==> config.mk <==
export PLATFORM = sky130hd
export DESIGN_NAME = sensor_frame_parser_checksum_unit
export DESIGN_NICKNAME = d
export VERILOG_FILES = /design/src/design/sfpc_pkg.sv /design/src/design/sensor_frame_parser_checksum_unit.sv /design/src/design/sfpc_parser.sv /design/src/design/sfpc_scale.sv
export SDC_FILE = /design/constraint.sdc
export NUM_CORES = 2
export LEC_CHECK = 0
export ABC_AREA = 1
export BUFFER_PORTS_ARGS = -buffer_cell sky130_fd_sc_hd__buf_2
export CAP_MARGIN = 30
export CORE_ASPECT_RATIO = 0.7
export CORE_MARGIN = 5
export CORE_UTILIZATION = 29
export DETAILED_ROUTE_END_ITERATION = 12
export MAX_ROUTING_LAYER = met4
export PLACE_DENSITY = 0.47
export SLEW_MARGIN = 20
export SYNTH_ARGS = -nofsm -noshare
export SYNTH_HDL_FRONTEND = slang
export SYNTH_HIERARCHICAL = 1
export SYNTH_SLANG_ARGS = --single-unit
==> constraint.sdc <==
create_clock -name i_clk -period 6.2 [get_ports i_clk]
set_input_delay 1.24 -clock i_clk [delete_from_list [all_inputs] [get_ports i_clk]]
set_output_delay 1.24 -clock i_clk [all_outputs]
set_load 0.02 [all_outputs]
==> src/design/sfpc_pkg.sv <==
package sfpc_pkg;

    localparam int BYTE_W = 8;
    localparam int RAW_W  = 16;
    localparam int CONC_W = 20;

    // Fixed bytes of the frame FF 17 04 00 HI LO 13 88 CK
    localparam logic [BYTE_W-1:0] SOF_BYTE   = 8'hFF;
    localparam logic [BYTE_W-1:0] HDR1_BYTE  = 8'h17;
    localparam logic [BYTE_W-1:0] HDR2_BYTE  = 8'h04;
    localparam logic [BYTE_W-1:0] HDR3_BYTE  = 8'h00;
    localparam logic [BYTE_W-1:0] TAIL1_BYTE = 8'h13;
    localparam logic [BYTE_W-1:0] TAIL2_BYTE = 8'h88;

    // concentration = raw*13 + floor(raw*392857 / 10^6)
    // floor(x / 10^6) = floor((x >> 6) / 15625), the latter by a rounded-up
    // reciprocal that is exact for every (x >> 6) below 2^29.
    localparam logic [3:0]  SCALE_INT   = 4'd13;
    localparam logic [18:0] SCALE_FRAC  = 19'd392857;
    localparam int          FRAC_W      = 35;
    localparam int          FRAC_DROP   = 6;
    localparam int          Y_W         = 29;
    localparam logic [29:0] RECIP_MULT  = 30'd562949954;
    localparam int          RECIP_SHIFT = 43;
    localparam int          PROD_W      = 59;
    localparam int          Q_W         = 15;

    typedef struct packed {
        logic             valid;
        logic [RAW_W-1:0] raw;
    } t_frame;

endpackage

==> src/design/sensor_frame_parser_checksum_unit.sv <==
// One byte is taken every cycle; bytes are held back only while three results are queued and the output is stalled.
// A result is registered through r_v1, r_v2 and r_vo of the scaling pipeline after its checksum byte transfer.
// Throughput: one result per 9-byte frame; the scaling pipeline takes one per cycle unless stalled.
// Reset (i_rst_n low, synchronous): parser waits for FF, checksum clears, pipeline empties.
module sensor_frame_parser_checksum_unit import sfpc_pkg::*; (
    input  logic              i_clk,
    input  logic              i_rst_n,
    input  logic              i_valid,
    output logic              o_stall,
    input  logic [BYTE_W-1:0] i_rx_byte,
    output logic              o_valid,
    input  logic              i_stall,
    output logic [RAW_W-1:0]  o_raw_value,
    output logic [CONC_W-1:0] o_concentration
);

    t_frame w_frame;
    logic   w_ready;
    logic   w_accept;

    assign w_accept = i_valid && w_ready;
    assign o_stall  = !w_ready;

    sfpc_parser u_parser (
        .i_clk     (i_clk),
        .i_rst_n   (i_rst_n),
        .i_accept  (w_accept),
        .i_rx_byte (i_rx_byte),
        .o_frame   (w_frame)
    );

    sfpc_scale u_scale (
        .i_clk           (i_clk),
        .i_rst_n         (i_rst_n),
        .i_frame         (w_frame),
        .o_ready         (w_ready),
        .o_valid         (o_valid),
        .i_stall         (i_stall),
        .o_raw_value     (o_raw_value),
        .o_concentration (o_concentration)
    );

endmodule

==> src/design/sfpc_parser.sv <==
module sfpc_parser import sfpc_pkg::*; (
    input  logic              i_clk,
    input  logic              i_rst_n,
    input  logic              i_accept,
    input  logic [BYTE_W-1:0] i_rx_byte,
    output t_frame            o_frame
);

    typedef enum logic [3:0] {
        POS_SOF,
        POS_HDR1,
        POS_HDR2,
        POS_HDR3,
        POS_HIGH,
        POS_LOW,
        POS_TAIL1,
        POS_TAIL2,
        POS_CHK
    } t_pos;

    t_pos              r_pos, n_pos;
    logic [BYTE_W-1:0] r_sum, n_sum;
    logic [BYTE_W-1:0] r_high, n_high;
    logic [BYTE_W-1:0] r_low, n_low;
    logic              w_frame_ok;

    always_comb begin
        n_pos      = r_pos;
        n_sum      = r_sum + i_rx_byte;
        n_high     = r_high;
        n_low      = r_low;
        w_frame_ok = 1'b0;
        case (r_pos)
            POS_HDR1: begin
                // restart the checksum with the first byte after FF
                n_sum = i_rx_byte;
                n_pos = (i_rx_byte == HDR1_BYTE) ? POS_HDR2 : POS_SOF;
            end
            POS_HDR2: n_pos = (i_rx_byte == HDR2_BYTE) ? POS_HDR3 : POS_SOF;
            POS_HDR3: n_pos = (i_rx_byte == HDR3_BYTE) ? POS_HIGH : POS_SOF;
            POS_HIGH: begin
                n_high = i_rx_byte;
                n_pos  = POS_LOW;
            end
            POS_LOW: begin
                n_low = i_rx_byte;
                n_pos = POS_TAIL1;
            end
            POS_TAIL1: n_pos = (i_rx_byte == TAIL1_BYTE) ? POS_TAIL2 : POS_SOF;
            POS_TAIL2: n_pos = (i_rx_byte == TAIL2_BYTE) ? POS_CHK : POS_SOF;
            POS_CHK: begin
                w_frame_ok = (n_sum == '0);
                n_pos      = POS_SOF;
            end
            default: begin
                n_sum = r_sum;
                n_pos = (i_rx_byte == SOF_BYTE) ? POS_HDR1 : POS_SOF;
            end
        endcase
    end

    always_ff @(posedge i_clk) begin
        if (!i_rst_n) begin
            r_pos  <= POS_SOF;
            r_sum  <= '0;
            r_high <= '0;
            r_low  <= '0;
        end else if (i_accept) begin
            r_pos  <= n_pos;
            r_sum  <= n_sum;
            r_high <= n_high;
            r_low  <= n_low;
        end
    end

    assign o_frame.valid = i_accept & w_frame_ok;
    assign o_frame.raw   = {r_high, r_low};

endmodule

==> src/design/sfpc_scale.sv <==
module sfpc_scale import sfpc_pkg::*; (
    input  logic              i_clk,
    input  logic              i_rst_n,
    input  t_frame            i_frame,
    output logic              o_ready,
    output logic              o_valid,
    input  logic              i_stall,
    output logic [RAW_W-1:0]  o_raw_value,
    output logic [CONC_W-1:0] o_concentration
);

    logic              r_v1, r_v2, r_vo;
    logic [RAW_W-1:0]  r_raw1, r_raw2, r_raw_o;
    logic [FRAC_W-1:0] r_x1;
    logic [CONC_W-1:0] r_int1, r_int2, r_conc_o;
    logic [Q_W-1:0]    r_q2;

    logic              w_ready_o, w_ready2, w_ready1;
    logic [Y_W-1:0]    w_y;
    logic [PROD_W-1:0] w_prod;

    // a stage advances when it is empty or the next one advances
    assign w_ready_o = !r_vo || !i_stall;
    assign w_ready2  = !r_v2 || w_ready_o;
    assign w_ready1  = !r_v1 || w_ready2;

    assign w_y    = r_x1[FRAC_DROP +: Y_W];
    assign w_prod = PROD_W'(w_y) * PROD_W'(RECIP_MULT);

    always_ff @(posedge i_clk) begin
        if (!i_rst_n) begin
            r_v1 <= 1'b0;
            r_v2 <= 1'b0;
            r_vo <= 1'b0;
        end else begin
            if (w_ready1) r_v1 <= i_frame.valid;
            if (w_ready2) r_v2 <= r_v1;
            if (w_ready_o) r_vo <= r_v2;
        end
    end

    always_ff @(posedge i_clk) begin
        if (w_ready1 && i_frame.valid) begin
            r_raw1 <= i_frame.raw;
            r_x1   <= FRAC_W'(i_frame.raw) * FRAC_W'(SCALE_FRAC);
            r_int1 <= CONC_W'(i_frame.raw) * CONC_W'(SCALE_INT);
        end
        if (w_ready2 && r_v1) begin
            r_raw2 <= r_raw1;
            r_int2 <= r_int1;
            r_q2   <= w_prod[RECIP_SHIFT +: Q_W];
        end
        if (w_ready_o && r_v2) begin
            r_raw_o  <= r_raw2;
            r_conc_o <= r_int2 + CONC_W'(r_q2);
        end
    end

    assign o_ready         = w_ready1;
    assign o_valid         = r_vo;
    assign o_raw_value     = r_raw_o;
    assign o_concentration = r_conc_o;

endmodule

# Yosys cells after proc, flatten, opt, wreduce, memory -nomap -nowiden
# Cells that the tools add are included.
# op_classes
n_addsub	2
mul	3
eq_ne	13
n_mux	9
n_bitwise	1
reduce_logical	19
# ops
cell	count
29-bit by 29-bit multiplier with 57-bit output, second input constant	1
16-bit by 19-bit multiplier with 35-bit output, second input constant	1
4-bit one-hot mux with 8 select lines	1
20-bit by 15-bit adder with 20-bit output	1
16-bit by 4-bit multiplier with 20-bit output, second input constant	1
4-bit by 3-bit equality test with 1-bit output, second input constant	4
8-bit by 5-bit equality test with 1-bit output, second input constant	2
8-bit equality test, second input constant	2
8-bit zero test	2
8-bit one-hot mux with 2 select lines	1
8-bit adder	1
4-bit by 2-bit equality test with 1-bit output, second input constant	2
8-bit by 3-bit equality test with 1-bit output, second input constant	1
7-bit OR reduction	1
3-bit 2-to-1 mux	2
2-bit AND reduction	3
1-bit zero test	5
4-bit by 1-bit equality test with 1-bit output, second input constant	1
4-bit equality test, second input constant	1
1-bit logical AND	4
2-bit 2-to-1 mux	2
4-bit 2-to-1 mux	1
1-bit logical OR	3
1-bit 2-to-1 mux	2
other kinds (2)	2
# word_totals
regBits	189
inputBits	12
output_inout_bits	38
word_cells	62

# Longest topological paths before layout
# logic_depth
ltp_word	7
depth_mapped	29
ltp_nobuf	29

# Hierarchy
# The synthesis kept the hierarchy.
# modules_own_cells
mod	instances	cells_each	area_each_um2	seq_area_each_um2
sfpc_scale	1	3104	28305.9	4504.3
sfpc_parser	1	274	1760.4	560.5
sensor_frame_parser_checksum_unit	1	3	11.3	0.0

# Least setup slack after synthesis
# OpenSTA, ideal clock, no wires.
# synth_path
path_type	flip-flop to flip-flop
startpoint	register u_scale.r_x1[19]
endpoint	register u_scale.r_q2[4], data pin
setup_ns	0.253
arrival_time_ns	5.892
path_slack_ns	0.056
stages_incl_launch_ff	25
path_buffers	0
path_cell_list	edfxtp_1 > inv_1 > fa_1 > inv_1 > fa_1 > inv_1 > fa_1 > fa_1 > fa_1 > inv_1 > fa_1 > fa_1 > inv_1 > fa_1 > inv_1 > ha_1 > nand2_1 > nor2_1 > inv_1 > nor2_1 > nand2_1 > nor2_1 > nand3_1 > nand4_1 > nand2_1
# synth_via
elab_chain_cells	1
# synth_lines
item	line	source
start: declaration	sfpc_scale.sv:14	logic [FRAC_W-1:0] r_x1;
start signal: assignment	sfpc_scale.sv:45	r_x1 <= FRAC_W'(i_frame.raw) * FRAC_W'(SCALE_FRAC);
29-bit by 29-bit multiplier with 57-bit output	sfpc_scale.sv:28	assign w_prod = PROD_W'(w_y) * PROD_W'(RECIP_MULT);
named net u_scale.w_prod[47]	sfpc_scale.sv:20	logic [PROD_W-1:0] w_prod;
end signal: assignment	sfpc_scale.sv:51	r_q2 <= w_prod[RECIP_SHIFT +: Q_W];
end: declaration	sfpc_scale.sv:16	logic [Q_W-1:0] r_q2;
# The timed path passes the listed nets, and every way through them passes these cells.
# A chain may end at the register's enable or synchronous reset.

# Worst setup path in the final report
# layout_path
startpoint	register u_scale.r_x1[22]
endpoint	register u_scale.r_q2[6], data pin
# Same word-level chain as after synthesis.

==> results.json <==
{
  "p_leak_nw": 18.4,
  "cp_num_buf_inv": 8,
  "die_h_um": 279,
  "status": "complete, but fails checks",
  "synth-edff-count": 148,
  "met1_usage": 0.274,
  "yosysWarnings": 6,
  "cts_sinks": 179,
  "die_w_um": 395,
  "crit_family": "adder cells",
  "gp_congestion": 0.884,
  "row_count": 98,
  "drv_slew": 0,
  "layout-area-overhead-vs-synth_pct": 16.7,
  "drive_gt1_frac": 0.145,
  "use_met3": 0.0362,
  "path_common_cell": "nand2_2",
  "post-dp-hpwl_um": 77900,
  "avgSynthCellArea_sq_um": 8.90,
  "syn_area_sq_um": 30100,
  "fmax_ghz": 0.160,
  "core_sq_um": 103000,
  "grtUsageMet2": 0.214,
  "drtAntennaViolNets": 0,
  "synth_seq_cells": 179,
  "start_kind": "flop",
  "setup_viol": 11,
  "max-slew-margin-rel": 0.334,
  "h-tree-depth": 4,
  "nNetsFinal": 4649,
  "cts.clk_slew.worst_paths_ps": 80,
  "hold_path_end": "u_scale/o_raw_value[2]$_DFFE_PP_",
  "top_usage_layer": "met1",
  "post-route-period-util": 1.01,
  "yosysMostFrequentCell": "inv_1",
  "maxCapViolations": 0,
  "wire_per_inst_um": 17.5,
  "async_reset_ff_frac": 0,
  "synth_fp_nets": 4358,
  "yosys.cell_types.count": 46,
  "vias_per_cell": 4.41,
  "worstSetupPathType": "flop to flop",
  "end_kind": "flop",
  "grt_max_degree": 64,
  "ctsHoldBuffers": 0,
  "drc": 0,
  "cp_slowest_cell": "fa_2",
  "cts_buffers": 17,
  "tightest_slew_ps": 998,
  "grt_pass1_vias": 22522,
  "cts-root-buf": "clkbuf_16",
  "synthTopCellsByArea": "fa_1, ha_1, edfxtp_1",
  "hold_path.startpoint": "u_scale/r_raw2[2]$_DFFE_PP_",
  "rr_startpoint": "u_scale/r_x1[22]$_DFFE_PP_",
  "critPathRequiredTime_ps": 6460,
  "pwr_density_cell_nw_per_um2": 70.9,
  "rsz0062_at_grt": "true",
  "cts_tree": "built",
  "clock-skew-final_ps": 35.4,
  "place_ws_ps": -349,
  "crit_fanout": 4,
  "synth_commonest_cells": "inv_1, nand2_1, ha_1",
  "port_buffers": 49,
  "vias": 22201,
  "gr-total-overflow": 0,
  "cp.arrival_ps": 6530,
  "fin_crit_ps": 6260,
  "peakVddDrop_mv": 0.228,
  "hold_class": "flop to flop",
  "antenna_found_initial": 3,
  "start_util": 0.293,
  "totalWireLength_um": 87900,
  "hold_viol": 0,
  "rrSetupSlack_ps": -60,
  "instances_no_fill": 5036,
  "cpPeakStageDelay_ps": 570,
  "synth_cells": 3381,
  "drt_iter0_markers": 1603,
  "dr.pass1.iters": 5,
  "die_area_sq_um": 110000,
  "placedCellCount": 4988,
  "synthDominantCellAreaShare": 0.293,
  "clock_latency_ps": 510,
  "ioPinCount": 50,
  "ys.flop_type": "edfxtp_1",
  "ys_seq_area_frac": 0.168,
  "violations": "setup timing",
  "holdPathStages": 0,
  "rr_worst_depth": 28,
  "yosysTopAreaCell": "fa_1",
  "r2r_end": "u_scale/r_q2[6]$_DFFE_PP_",
  "grt_first_pass_wirelength_um": 138000,
  "timing.final.ws_setup_ps": -63.5,
  "cts_buffer_depth": 2,
  "grt_usage": 0.169
}
==> power breakdown <==
group	switching [mW]	internal (mW)
logic	0.0392	0.0181
clock network	0.571	0.572
registers	0.00208	1.28
total	0.612	1.87
==> cell usage in the layout, fill, tap and decap left out, drive strengths merged, types with 2 or more instances in the layout <==
cell type    n
xnor2       23
a21boi       6
nand4       28
o21bai      15
ha         525
a21o        15
nand3b       8
clkinvlp     4
and2         3
o211ai       4
buf        280
a21oi      144
or2          3
clkinv       6
clkbuf      17
inv        967
nand2      584
nor4         4
nand3       94
o21ai       69
edfxtp     148
xor2        43
nor3        26
o31ai        2
nor2       190
fa         440
dfxtp       31
==> worst register-to-register path, delay by kind of cell, from the launching register on <==
kind / cells / cell delay, ps
adders and majority gates: 9 / 4360
buffers and inverters: 8 / 520
DFF: 1 / 390
and+or+nand+nor: 11 / 770
==> state kept, by name, summed over array words and instances, names as in the netlist <==
signal,count
u_scale/o_raw_value,16
u_parser/r_high,8
u_scale/o_concentration,20
u_scale/r_raw1,16
u_parser/r_pos,4
u_scale/r_raw2,16
u_scale/o_valid,1
u_scale/r_int1,18
u_scale/r_int2,18
u_scale/r_q2,15
u_scale/r_v1,1
u_parser/r_low,8
u_scale/r_x1,29
u_parser/r_sum,8
u_scale/r_v2,1
==> kinds of logic after synthesis <==
| group | Yosys count | share of synthesized area |
|---|---|---|
| flops | 179 | 0.168 |
| simple gates | 942 | 0.132 |
| fa+ha+maj | 965 | 0.511 |
| buf+inv | 971 | 0.122 |
| compound gates | 258 | 0.0478 |
| xor+xnor | 66 | 0.0192 |
==> area by class of cell <==
cell class                 count  area [sq um]
fill                       10714         67400
multi-input combinational   2231         22000
sequential                   179          5060
inverter                     963          3630
timing repair buffer         280          2090
tap                         1350          1690
clock buffer                  17           425
clock inverter                15           173
antenna                        1          2.50
==> stage by stage <==
stage	hold slack (ps)	util	area, sq um	TNS (ps)	power (mW)
global route	426	0.342	35100	-3970	2.58
floorplan	400	-	30100	0	1.35
detailed placement	405	0.328	33700	-3960	1.37
CTS	421	0.338	34700	-1030	2.52
global placement	403	0.328	33700	-4560	1.37
finish	417	0.342	35100	-267	2.49
==> worst max-delay path by stage <==
stage | cells past startpoint | startpoint | slack [ps] | to
after global placement | 24 | u_scale/r_x1[21]$_DFFE_PP_ | -360 | u_scale/r_q2[4]$_DFFE_PP_
after detailed placement | 24 | u_scale/r_x1[21]$_DFFE_PP_ | -350 | u_scale/r_q2[8]$_DFFE_PP_
after global routing | 28 | u_scale/r_x1[22]$_DFFE_PP_ | -300 | u_scale/r_q2[6]$_DFFE_PP_
after CTS | 26 | u_scale/r_x1[26]$_DFFE_PP_ | -100 | u_scale/r_q2[8]$_DFFE_PP_
final | 28 | u_scale/r_x1[22]$_DFFE_PP_ | -60 | u_scale/r_q2[6]$_DFFE_PP_
after floorplan | 24 | u_scale/r_x1[19]$_DFFE_PP_ | 60 | u_scale/r_q2[4]$_DFFE_PP_
==> per-layer routing <==
metal	wire [um]	up-vias
met3	5740	26
met1	49400	10713
met5	0	-
li1	-	10961
met2	32200	501
met4	575	0
==> timing repair <==
| action | 4_1_cts | 5_1_grt |
|---|---|---|
| setup buffers | 9 | 6 |
| endpoints found under the setup margin | 15 | 16 |
| hold endpoints to repair | 0 | 0 |
| gates resized for setup | 98 | 110 |
| pin swaps | 42 | 68 |
No activity file was read; power rests on OpenSTA's default activity.
